$ cat config.mk
export PLATFORM = sky130hd
export DESIGN_NAME = clipped_span_pixel_writer_top
export DESIGN_NICKNAME = d
export VERILOG_FILES = /design/src/hw/rtl/cspw_pkg.sv /design/src/hw/rtl/clipped_span_pixel_writer_top.sv /design/src/hw/rtl/cspw_front.sv /design/src/hw/rtl/cspw_cmd_queue.sv /design/src/hw/rtl/cspw_back.sv
export SDC_FILE = /design/constraint.sdc
export NUM_CORES = 2
export LEC_CHECK = 0
export BUFFER_PORTS_ARGS = -buffer_cell sky130_fd_sc_hd__buf_2
export CAP_MARGIN = 20
export CORE_UTILIZATION = 55
export DETAILED_ROUTE_END_ITERATION = 12
export PLACE_DENSITY = 0.73
export SLEW_MARGIN = 20
export SYNTH_ARGS = -nofsm -noshare
export SYNTH_HDL_FRONTEND = slang
export SYNTH_SLANG_ARGS = --single-unit
$ cat constraint.sdc
create_clock -name clk -period 15 [get_ports clk]
set_input_delay 2.25 -clock clk [delete_from_list [all_inputs] [get_ports clk]]
set_output_delay 2.25 -clock clk [all_outputs]
set_load 0.02 [all_outputs]
$ cat src/hw/rtl/cspw_pkg.sv
`timescale 1ns / 1ps

package cspw_pkg;

  // glyph rows are always this many pixels wide
  localparam int GLYPH_W = 8;
  localparam int GLYPH_IW = $clog2(GLYPH_W);

  // command queue between front and back
  localparam int QUEUE_DEPTH = 2;

  // register indexes on the configuration port
  localparam logic [2:0] REG_ENABLED   = 3'd0;
  localparam logic [2:0] REG_FB_WIDTH  = 3'd1;
  localparam logic [2:0] REG_FB_HEIGHT = 3'd2;
  localparam logic [2:0] REG_FB_PITCH  = 3'd3;
  localparam logic [2:0] REG_FB_BASE   = 3'd4;

  typedef enum logic [1:0] {
    FUNC_FILL   = 2'd0,
    FUNC_DITHER = 2'd1,
    FUNC_GLYPH  = 2'd2,
    FUNC_NONE   = 2'd3
  } func_t;

  // framebuffer settings
  typedef struct packed {
    logic        enabled;
    logic [12:0] fb_width;
    logic [12:0] fb_height;
    logic [15:0] fb_pitch;
    logic [31:0] fb_base;
  } cfg_t;

  // one classified row command, only visible columns remain
  typedef struct packed {
    func_t                func;
    logic                 py_odd;
    logic [28:0]          line_off;
    logic [GLYPH_IW-1:0]  x0_lo;
    logic [12:0]          first_px;
    logic [12:0]          last_px;
    logic [GLYPH_W-1:0]   vmask;
    logic [GLYPH_W-1:0]   gbits;
    logic [31:0]          color_a;
    logic [31:0]          color_b;
  } cmd_t;

endpackage

$ cat src/hw/rtl/clipped_span_pixel_writer_top.sv
`timescale 1ns / 1ps

// Row blitter: each input transaction is one fill span, dither span or
// 8-pixel glyph row; each output transaction is one 32-bit pixel write.
// Input side: present the command with push; it is taken when full is low.
// The front clips the row against the framebuffer and queues a command in a
// queue of up to two entries; commands that write nothing are taken and dropped.
// Output side: while empty is low the oldest pixel write is on the out_
// ports; pop takes it. out_last marks the final write of a command.
// Configuration: cfg_ready is always high; cfg_index selects enabled,
// fb_width, fb_height, fb_pitch or fb_base; other indexes are ignored.
// A taken command passes the queue, the command register and the output
// register before its first write appears. Throughput: the back walks the
// visible columns one per cycle while the output advances; the next command
// is loaded only after the last column of the previous one.
// When pop stays low the output register holds and the walk stalls; the
// queue then fills and full rises. Reset clears the configuration registers
// to zero, which leaves the block disabled, and empties queue and output.
module clipped_span_pixel_writer_top #(
  parameter int MAX_SPAN = 64
) (
  input  logic                clk,
  input  logic                rst_n,
  input  logic                in_push,
  output logic                in_full,
  input  logic [1:0]          in_func,
  input  logic signed [12:0]  in_x_start,
  input  logic signed [12:0]  in_y_top,
  input  logic [11:0]         in_row_offset,
  input  logic [6:0]          in_span_len,
  input  logic [31:0]         in_color_a,
  input  logic [31:0]         in_color_b,
  input  logic [7:0]          in_glyph_bits,
  input  logic                in_transparent,
  output logic                out_empty,
  input  logic                out_pop,
  output logic [31:0]         out_pixel_addr,
  output logic [31:0]         out_pixel_value,
  output logic                out_last,
  input  logic                cfg_valid,
  output logic                cfg_ready,
  input  logic [2:0]          cfg_index,
  input  logic [31:0]         cfg_data
);
  import cspw_pkg::*;

  cfg_t  cfg_r;
  logic  in_take;
  logic  cmd_push;
  cmd_t  cmd;
  cmd_t  head_cmd;
  logic  q_full;
  logic  q_empty;
  logic  q_pop;

  // configuration registers
  assign cfg_ready = 1'b1;
  always_ff @(posedge clk) begin
    if (!rst_n) begin
      cfg_r <= '0;
    end else if (cfg_valid && cfg_ready) begin
      case (cfg_index)
        REG_ENABLED:   cfg_r.enabled   <= cfg_data[0];
        REG_FB_WIDTH:  cfg_r.fb_width  <= cfg_data[12:0];
        REG_FB_HEIGHT: cfg_r.fb_height <= cfg_data[12:0];
        REG_FB_PITCH:  cfg_r.fb_pitch  <= cfg_data[15:0];
        REG_FB_BASE:   cfg_r.fb_base   <= cfg_data;
        default: begin
        end
      endcase
    end
  end

  assign in_full = q_full;
  assign in_take = in_push && !q_full;

  // front: clip and classify
  cspw_front #(
    .MAX_SPAN (MAX_SPAN)
  ) u_front (
    .cfg            (cfg_r),
    .in_take        (in_take),
    .in_func        (in_func),
    .in_x_start     (in_x_start),
    .in_y_top       (in_y_top),
    .in_row_offset  (in_row_offset),
    .in_span_len    (in_span_len),
    .in_color_a     (in_color_a),
    .in_color_b     (in_color_b),
    .in_glyph_bits  (in_glyph_bits),
    .in_transparent (in_transparent),
    .cmd_push       (cmd_push),
    .cmd            (cmd)
  );

  // command queue
  cspw_cmd_queue u_queue (
    .clk      (clk),
    .rst_n    (rst_n),
    .push     (cmd_push),
    .push_cmd (cmd),
    .pop      (q_pop),
    .head_cmd (head_cmd),
    .full     (q_full),
    .empty    (q_empty)
  );

  // back: column walk and pixel writes
  cspw_back u_back (
    .clk             (clk),
    .rst_n           (rst_n),
    .fb_base         (cfg_r.fb_base),
    .head_cmd        (head_cmd),
    .q_empty         (q_empty),
    .q_pop           (q_pop),
    .out_empty       (out_empty),
    .out_pop         (out_pop),
    .out_pixel_addr  (out_pixel_addr),
    .out_pixel_value (out_pixel_value),
    .out_last        (out_last)
  );

endmodule

$ cat src/hw/rtl/cspw_front.sv
`timescale 1ns / 1ps

module cspw_front #(
  parameter int MAX_SPAN = 64
) (
  input  cspw_pkg::cfg_t      cfg,
  input  logic                in_take,
  input  logic [1:0]          in_func,
  input  logic signed [12:0]  in_x_start,
  input  logic signed [12:0]  in_y_top,
  input  logic [11:0]         in_row_offset,
  input  logic [6:0]          in_span_len,
  input  logic [31:0]         in_color_a,
  input  logic [31:0]         in_color_b,
  input  logic [7:0]          in_glyph_bits,
  input  logic                in_transparent,
  output logic                cmd_push,
  output cspw_pkg::cmd_t      cmd
);
  import cspw_pkg::*;

  localparam int CW = $clog2(MAX_SPAN + 1);

  func_t                func;
  logic                 is_glyph;
  logic [CW-1:0]        len_sat;
  logic [CW-1:0]        cnt;
  logic signed [13:0]   py;
  logic                 row_ok;
  logic signed [14:0]   x0s;
  logic signed [14:0]   x_hi;
  logic signed [14:0]   w_hi;
  logic signed [14:0]   lo;
  logic signed [14:0]   hi;
  logic                 span_ok;
  logic [GLYPH_W-1:0]   vm;
  logic [GLYPH_IW-1:0]  gfirst;
  logic [GLYPH_IW-1:0]  glast;
  logic signed [14:0]   gpx_first;
  logic signed [14:0]   gpx_last;

  assign func     = func_t'(in_func);
  assign is_glyph = (func == FUNC_GLYPH);

  // span length, saturated
  assign len_sat = ({25'd0, in_span_len} > MAX_SPAN) ? CW'(MAX_SPAN) : CW'(in_span_len);
  assign cnt     = is_glyph ? CW'(GLYPH_W) : len_sat;

  // pixel row and vertical clip
  assign py     = $signed({in_y_top[12], in_y_top}) + $signed({2'b00, in_row_offset});
  assign row_ok = !py[13] && (py[12:0] < cfg.fb_height);

  // visible column range of the span
  assign x0s     = $signed({{2{in_x_start[12]}}, in_x_start});
  assign x_hi    = x0s + $signed({{(15-CW){1'b0}}, cnt}) - 15'sd1;
  assign w_hi    = $signed({2'b00, cfg.fb_width}) - 15'sd1;
  assign lo      = x0s[14] ? 15'sd0 : x0s;
  assign hi      = (x_hi < w_hi) ? x_hi : w_hi;
  assign span_ok = (cnt != '0) && (lo <= hi);

  // glyph pixels that actually write, and the first and last of them
  always_comb begin
    logic signed [14:0] pxg;
    vm     = '0;
    gfirst = '0;
    glast  = '0;
    for (int i = 0; i < GLYPH_W; i++) begin
      pxg   = x0s + $signed(15'(i));
      vm[i] = (pxg >= lo) && (pxg <= hi) &&
              (in_glyph_bits[GLYPH_W-1-i] || !in_transparent);
    end
    for (int i = GLYPH_W - 1; i >= 0; i--) begin
      if (vm[i]) begin
        gfirst = GLYPH_IW'(i);
      end
    end
    for (int i = 0; i < GLYPH_W; i++) begin
      if (vm[i]) begin
        glast = GLYPH_IW'(i);
      end
    end
  end

  assign gpx_first = x0s + $signed({{(15-GLYPH_IW){1'b0}}, gfirst});
  assign gpx_last  = x0s + $signed({{(15-GLYPH_IW){1'b0}}, glast});

  // drop items that write nothing
  assign cmd_push = in_take && cfg.enabled && (func != FUNC_NONE) && row_ok &&
                    (is_glyph ? (|vm) : span_ok);

  // command payload
  always_comb begin
    cmd.func     = func;
    cmd.py_odd   = py[0];
    cmd.line_off = 29'(py[12:0] * cfg.fb_pitch);
    cmd.x0_lo    = in_x_start[GLYPH_IW-1:0];
    cmd.first_px = is_glyph ? gpx_first[12:0] : lo[12:0];
    cmd.last_px  = is_glyph ? gpx_last[12:0] : hi[12:0];
    cmd.vmask    = vm;
    cmd.gbits    = in_glyph_bits;
    cmd.color_a  = in_color_a;
    cmd.color_b  = in_color_b;
  end

endmodule

$ cat src/hw/rtl/cspw_cmd_queue.sv
`timescale 1ns / 1ps

module cspw_cmd_queue (
  input  logic            clk,
  input  logic            rst_n,
  input  logic            push,
  input  cspw_pkg::cmd_t  push_cmd,
  input  logic            pop,
  output cspw_pkg::cmd_t  head_cmd,
  output logic            full,
  output logic            empty
);
  import cspw_pkg::*;

  localparam int PW = (QUEUE_DEPTH > 1) ? $clog2(QUEUE_DEPTH) : 1;
  localparam int CNTW = $clog2(QUEUE_DEPTH + 1);

  cmd_t             slot_r [QUEUE_DEPTH];
  logic [PW-1:0]    wr_ptr_r, wr_ptr_nxt;
  logic [PW-1:0]    rd_ptr_r, rd_ptr_nxt;
  logic [CNTW-1:0]  count_r, count_nxt;
  logic             do_push;
  logic             do_pop;

  assign full     = (count_r == CNTW'(QUEUE_DEPTH));
  assign empty    = (count_r == '0);
  assign do_push  = push && !full;
  assign do_pop   = pop && !empty;
  assign head_cmd = slot_r[rd_ptr_r];

  // pointer and fill count update
  always_comb begin
    wr_ptr_nxt = wr_ptr_r;
    rd_ptr_nxt = rd_ptr_r;
    count_nxt  = count_r;
    if (do_push) begin
      wr_ptr_nxt = (wr_ptr_r == PW'(QUEUE_DEPTH - 1)) ? '0 : wr_ptr_r + 1'b1;
    end
    if (do_pop) begin
      rd_ptr_nxt = (rd_ptr_r == PW'(QUEUE_DEPTH - 1)) ? '0 : rd_ptr_r + 1'b1;
    end
    if (do_push && !do_pop) begin
      count_nxt = count_r + 1'b1;
    end else if (do_pop && !do_push) begin
      count_nxt = count_r - 1'b1;
    end
  end

  always_ff @(posedge clk) begin
    if (!rst_n) begin
      wr_ptr_r <= '0;
      rd_ptr_r <= '0;
      count_r  <= '0;
    end else begin
      wr_ptr_r <= wr_ptr_nxt;
      rd_ptr_r <= rd_ptr_nxt;
      count_r  <= count_nxt;
    end
  end

  // entry storage
  always_ff @(posedge clk) begin
    if (do_push) begin
      slot_r[wr_ptr_r] <= push_cmd;
    end
  end

endmodule

$ cat src/hw/rtl/cspw_back.sv
`timescale 1ns / 1ps

module cspw_back (
  input  logic            clk,
  input  logic            rst_n,
  input  logic [31:0]     fb_base,
  input  cspw_pkg::cmd_t  head_cmd,
  input  logic            q_empty,
  output logic            q_pop,
  output logic            out_empty,
  input  logic            out_pop,
  output logic [31:0]     out_pixel_addr,
  output logic [31:0]     out_pixel_value,
  output logic            out_last
);
  import cspw_pkg::*;

  logic                 active_r, active_nxt;
  cmd_t                 cmd_r;
  logic [12:0]          px_r;
  logic [31:0]          addr_r;
  logic                 ovalid_r, ovalid_nxt;
  logic [31:0]          oaddr_r;
  logic [31:0]          oval_r;
  logic                 olast_r;
  logic                 out_adv;
  logic                 step;
  logic                 at_end;
  logic [GLYPH_IW-1:0]  gi;
  logic                 vis;
  logic [31:0]          pix_val;

  assign out_adv = !ovalid_r || out_pop;
  assign step    = active_r && out_adv;
  assign at_end  = (px_r == cmd_r.last_px);
  assign q_pop   = !active_r && !q_empty;

  // per pixel visibility and colour
  assign gi = px_r[GLYPH_IW-1:0] - cmd_r.x0_lo;
  always_comb begin
    vis     = 1'b1;
    pix_val = cmd_r.color_a;
    case (cmd_r.func)
      FUNC_FILL: begin
        pix_val = cmd_r.color_a;
      end
      FUNC_DITHER: begin
        pix_val = (px_r[0] ^ cmd_r.py_odd) ? cmd_r.color_a : cmd_r.color_b;
      end
      FUNC_GLYPH: begin
        vis     = cmd_r.vmask[gi];
        pix_val = cmd_r.gbits[GLYPH_W-1-gi] ? cmd_r.color_a : cmd_r.color_b;
      end
      default: begin
        vis = 1'b0;
      end
    endcase
  end

  // busy flag
  always_comb begin
    active_nxt = active_r;
    if (q_pop) begin
      active_nxt = 1'b1;
    end else if (step && at_end) begin
      active_nxt = 1'b0;
    end
  end

  // output register valid
  always_comb begin
    ovalid_nxt = ovalid_r;
    if (out_adv) begin
      ovalid_nxt = step && vis;
    end
  end

  always_ff @(posedge clk) begin
    if (!rst_n) begin
      active_r <= 1'b0;
      ovalid_r <= 1'b0;
    end else begin
      active_r <= active_nxt;
      ovalid_r <= ovalid_nxt;
    end
  end

  // command load and column walk
  always_ff @(posedge clk) begin
    if (q_pop) begin
      cmd_r  <= head_cmd;
      px_r   <= head_cmd.first_px;
      addr_r <= fb_base + {3'b000, head_cmd.line_off} + {17'd0, head_cmd.first_px, 2'b00};
    end else if (step) begin
      px_r   <= px_r + 13'd1;
      addr_r <= addr_r + 32'd4;
    end
  end

  // output payload
  always_ff @(posedge clk) begin
    if (step) begin
      oaddr_r <= addr_r;
      oval_r  <= pix_val;
      olast_r <= at_end;
    end
  end

  assign out_empty       = !ovalid_r;
  assign out_pixel_addr  = oaddr_r;
  assign out_pixel_value = oval_r;
  assign out_last        = olast_r;

endmodule
==> results.md <==
Synth:
- After synthesis the cells add up to 0.0401 mm^2.
- Of the post-synthesis cell area, the dominant cell type holds 36.8%.
- The count of synthesis-stage warnings from yosys is 0.
- The leading area contributor after synthesis is sky130_fd_sc_hd__edfxtp_1.
- After synthesis, the netlist uses between 100 and 150 different library cells.
- In the synthesized netlist the async set-or-reset flop fraction comes to 0%.
- After synthesis, the most frequently instantiated cells are sky130_fd_sc_hd__edfxtp_1 (491), sky130_fd_sc_hd__nand2_1 (457), sky130_fd_sc_hd__inv_1 (335).
- The number of enable-type register cells in the synthesized netlist is about 500.
- Synthesis handed over a netlist of 3,778 instances.
- The most frequently used flop master after synthesis is sky130_fd_sc_hd__edfxtp_1.
- A synthesized cell averages approximately 11 um^2.
- The synthesized netlist net count is roughly 4,400.
- Sequential elements use 40.9% of the synthesized area.
- Yosys attributes the largest share of cell area to sky130_fd_sc_hd__edfxtp_1 (37%), sky130_fd_sc_hd__ha_1 (9.9%), sky130_fd_sc_hd__fa_1 (8.6%).
- By instance count, the leading cell after synthesis is sky130_fd_sc_hd__edfxtp_1.
- The synthesized design contains 573 register bits.

Die:
- The placement row count is 98.
- The height of the die is 272 um.
- The count of pins on the block boundary is 228.
- The floorplan step defined a core boundary enclosing 0.0719 mm^2.
- The die covers 0.0740 mm^2.
- In this run the horizontal extent of the chip is 272 um.
- For this configuration, the core starts out at a cell density of 55.8%.

Hold path:
- The class of the tightest hold or removal check is reg2reg.
- The count of cells along the worst hold path is 0.
- The worst hold endpoint is u_back.out_pixel_addr[1]$_DFFE_PP_.
- The startpoint identified for the worst hold timing path is u_back.addr_r[1]$_DFFE_PP_.

Critical path:
- For this design, the slowest cell found on the critical path is sky130_fd_sc_hd__nand2_1.
- Along the worst path, the maximum fanout reaches 20.
- For flop-to-flop paths, the worst setup slack is 5.93 ns.
- The kind of end point of the critical path is a register.
- The reg-to-reg critical path startpoint is cfg_r[63]$_SDFFE_PN0P_.
- The worst stage delay on the critical path is 0.67 ns.
- The endpoint of the most critical register-to-register path is u_queue.slot_r[0][103]$_DFFE_PP_.
- The required time of the critical path is ~15 ns.
- The critical path is of the in2reg type.
- The worst endpoint data arrival time is 12.50 ns.
- Counting cells, the worst reg-to-reg path comes to 31.
- The startpoint kind of the worst setup timing path is a primary input.

Timing:
- Clock skew on the completed layout was measured at around 0.017 ns.
- The slew at the pin closest to its max-slew limit is 1.15 ns.
- Setup slack closes at 2.84 ns.
- Setup violations remaining at the end of the flow were counted as 0.
- The worst path needs roughly 12 ns of the cycle, external delays included.
- For this run, the top clock speed supported by timing is 82.2 MHz.
- Summed over all failing endpoints, the final setup total negative slack is 0 ns.
- Headroom to the max-slew limit came out at 23.3%.
- Final hold analysis gives a worst-case slack of 0.418 ns.
- Setup repair after global routing left no endpoint under its margin.
- The final-report hold violation count is 0.
- The count of final max-slew check failures is 0.
- After layout, the worst path uses 81.1% of the clock period.

Clocking:
- The total of cells resized after clock tree synthesis is 0.
- In this run the deepest clock path goes through 3 buffers.
- The CTS buffer count is 60.
- The insertion delay of the later-clocked pin in the worst-skew pair is 0.63 ns.
- Clock tree synthesis selected as its root buffer the cell sky130_fd_sc_hd__clkbuf_16.
- The H-tree depth is 2.
- The CTS sink count is about 570.
- Clock-pin slew was measured on the worst setup and hold paths at around 0.060 ns.
- The CTS tree is yes.
- The buffers inserted during post-CTS setup optimization is 0.
- The hold-fix buffer count after cts is 0.

Route:
- The number of DRC markers in iteration 0 is 2,701.
- The number of vias per cell is 5.98.
- In the final routed layout, each cell accounts on average for between 20 and 25 um.
- After detailed routing, the number of remaining DRC violations is 0.
- The remaining number of nets flagged by the antenna check after routing is 0.
- The routed layout has 29,700 vias.
- Wires add up to 110 mm.
- The first detailed-routing pass took 6 iterations.

Placement:
- The routability congestion estimate is 1.03.
- Input and output buffers added on the ports amount to 226.
- Detailed placement finished with a half-perimeter wire length of 78.8 mm.
- Timing analysis after detailed placement gives a worst setup slack of 2.45 ns.

Final layout:
- The synthesis-to-finish area growth is 11.1%.
- After the last flow step, the layout net total stands at approximately 4,600.
- The share of layout cells above drive strength 1 is 14.8%.

Pwr:
- The proportion of total power due to net switching is 37.0%.
- The power per standard cell area is roughly 140 mW/mm^2.
- Overall power consumption after layout is estimated at 6.40 mW.
- Across the VDD grid, the largest voltage drop is around 0.19 mV.
- Combinational cells account for 37.8% of the total power.
- The analysis attributes to net switching a power of roughly 2.4 mW.
- The leakage dissipation is between 15 and 20 nW.
- The design internal power is 4.03 mW.
- Of the total power, the clock network draws 25.4%.
- The sequential share of power is 36.8%.

Global route:
- The initial antenna violation count is 5.
- Global routing used 29.5% of the available tracks across all layers.
- The first global-routing pass estimated between 150 and 200 mm of wire.
- The total overflow reported by the global router is 0.
- The number of global-route vias before repair is about 29,000.
- The pin count of the biggest net entering global routing is 84.

Outcome:
- The flow ran to the end, and the final reports show no timing, DRC or antenna violations.

Job:
- Across the run, the number of max-cap violations was 0.
cell families (layout without fill, tap and decap cells):
| family | after synthesis | in the layout | share of synthesized area [%] |
|---|---|---|---|
| flops | 573 | 573 | 40.9 |
| simple gates | 1062 | 1062 | 12.8 |
| buf+inv | 497 | 735 | 4.74 |
| fa+ha+maj | 504 | 504 | 18.9 |
| other cells | 1 | 2 | 0.00935 |
| mux | 156 | 156 | 4.46 |
| xor+xnor | 265 | 265 | 5.95 |
| compound gates | 720 | 720 | 12.4 |
flip-flops by register name, summed over array words and instances, names as in the netlist, named ones only:
register,flops
u_queue.rd_ptr_r,1
u_back.out_pixel_addr,32
u_queue.count_r,2
u_back.cmd_r,99
u_back.addr_r,32
u_back.ovalid_r,1
u_back.out_pixel_value,32
cfg_r,75
u_back.out_last,1
u_queue.wr_ptr_r,1
u_back.active_r,1
u_queue.slot_r,282
u_back.px_r,13
layer usage:
layer,up-vias,GRT usage (%),share of wire [%]
met5,-,0,0.021
met4,4,10.8,3.7
met3,274,5.06,8.5
met2,1353,46.8,45
met1,14300,40.6,42
li1,13800,-,-
power by group through the flow:
stage | clock, mW | sequential, mW | combinational (mW)
floorplan | 0 | 2.41 | 1.61
global placement | 0 | 2.37 | 2.34
detailed placement | 0 | 2.39 | 2.39
CTS | 1.65 | 2.36 | 2.40
global route | 1.72 | 2.39 | 2.64
finish | 1.62 | 2.36 | 2.42
how the worst max path moves through the flow:
stage          startpoint                                to  slack [ns]  cells past startpoint
6_report       in_func[1]  u_queue.slot_r[0][103]$_DFFE_PP_        2.84                     39
5_1_grt        in_func[1]  u_queue.slot_r[1][103]$_DFFE_PP_        2.10                     42
4_1_cts        in_func[1]  u_queue.slot_r[1][103]$_DFFE_PP_        3.09                     42
3_5_place_dp   in_func[1]  u_queue.slot_r[0][103]$_DFFE_PP_        2.45                     42
3_3_place_gp   in_func[1]  u_queue.slot_r[0][103]$_DFFE_PP_        2.57                     42
2_1_floorplan  in_func[1]    u_queue.slot_r[1][0]$_DFFE_PP_        2.06                     34
placed cells by master (no fill, tap or decap), types with 17 or more instances in the layout:
cell type and n:
sky130_fd_sc_hd__fa_1 173, sky130_fd_sc_hd__o21bai_1 25, sky130_fd_sc_hd__ha_1 315, sky130_fd_sc_hd__nor3_1 44, sky130_fd_sc_hd__clkbuf_16 60, sky130_fd_sc_hd__dfxtp_1 81
sky130_fd_sc_hd__a211oi_1 17, sky130_fd_sc_hd__o21a_1 21, sky130_fd_sc_hd__o21ai_1 17, sky130_fd_sc_hd__nand3_1 96, sky130_fd_sc_hd__nor2_1 150, sky130_fd_sc_hd__nand4_1 38
sky130_fd_sc_hd__o21ai_0 147, sky130_fd_sc_hd__a21boi_0 88, sky130_fd_sc_hd__xor2_1 102, sky130_fd_sc_hd__a222oi_1 32, sky130_fd_sc_hd__a21oi_1 140, sky130_fd_sc_hd__a21o_1 65
sky130_fd_sc_hd__nand2_1 457, sky130_fd_sc_hd__mux2_2 142, sky130_fd_sc_hd__and3_1 28, sky130_fd_sc_hd__nor2b_1 20, sky130_fd_sc_hd__edfxtp_1 491, sky130_fd_sc_hd__inv_1 335
sky130_fd_sc_hd__xnor2_1 155, sky130_fd_sc_hd__buf_4 56, sky130_fd_sc_hd__o211ai_1 24, sky130_fd_sc_hd__nand2b_1 20, sky130_fd_sc_hd__and2_1 103, sky130_fd_sc_hd__buf_2 226
through the flow:
stage	instances	util (%)	instance area (um^2)
finish	4967	62.0	44600
global route	4966	62.0	44600
CTS	4966	62.0	44600
detailed placement	4853	58.9	42400
global placement	4853	58.9	42400
floorplan	3778	-	40100
critical path, delay by kind of cell:
| kind | cells | cell delay (ns) |
|---|---|---|
| fa+ha+maj | 4 | 1.53 |
| buf+inv | 4 | 0.94 |
| compound gates | 16 | 3.87 |
| simple gates | 13 | 3.04 |
| xor+xnor | 2 | 0.82 |
cell type report:
| class | instances | area (um^2) |
|---|---|---|
| clock buffers | 77 | 1630 |
| well taps | 950 | 1190 |
| fillers | 5777 | 27300 |
| clock inverters | 36 | 574 |
| flip-flops and latches | 573 | 16400 |
| repair buffers | 285 | 1610 |
| diodes | 1 | 2.50 |
| multi-input cells | 2708 | 21900 |
| inverters | 337 | 1270 |
(Power assumes the default switching activity.)
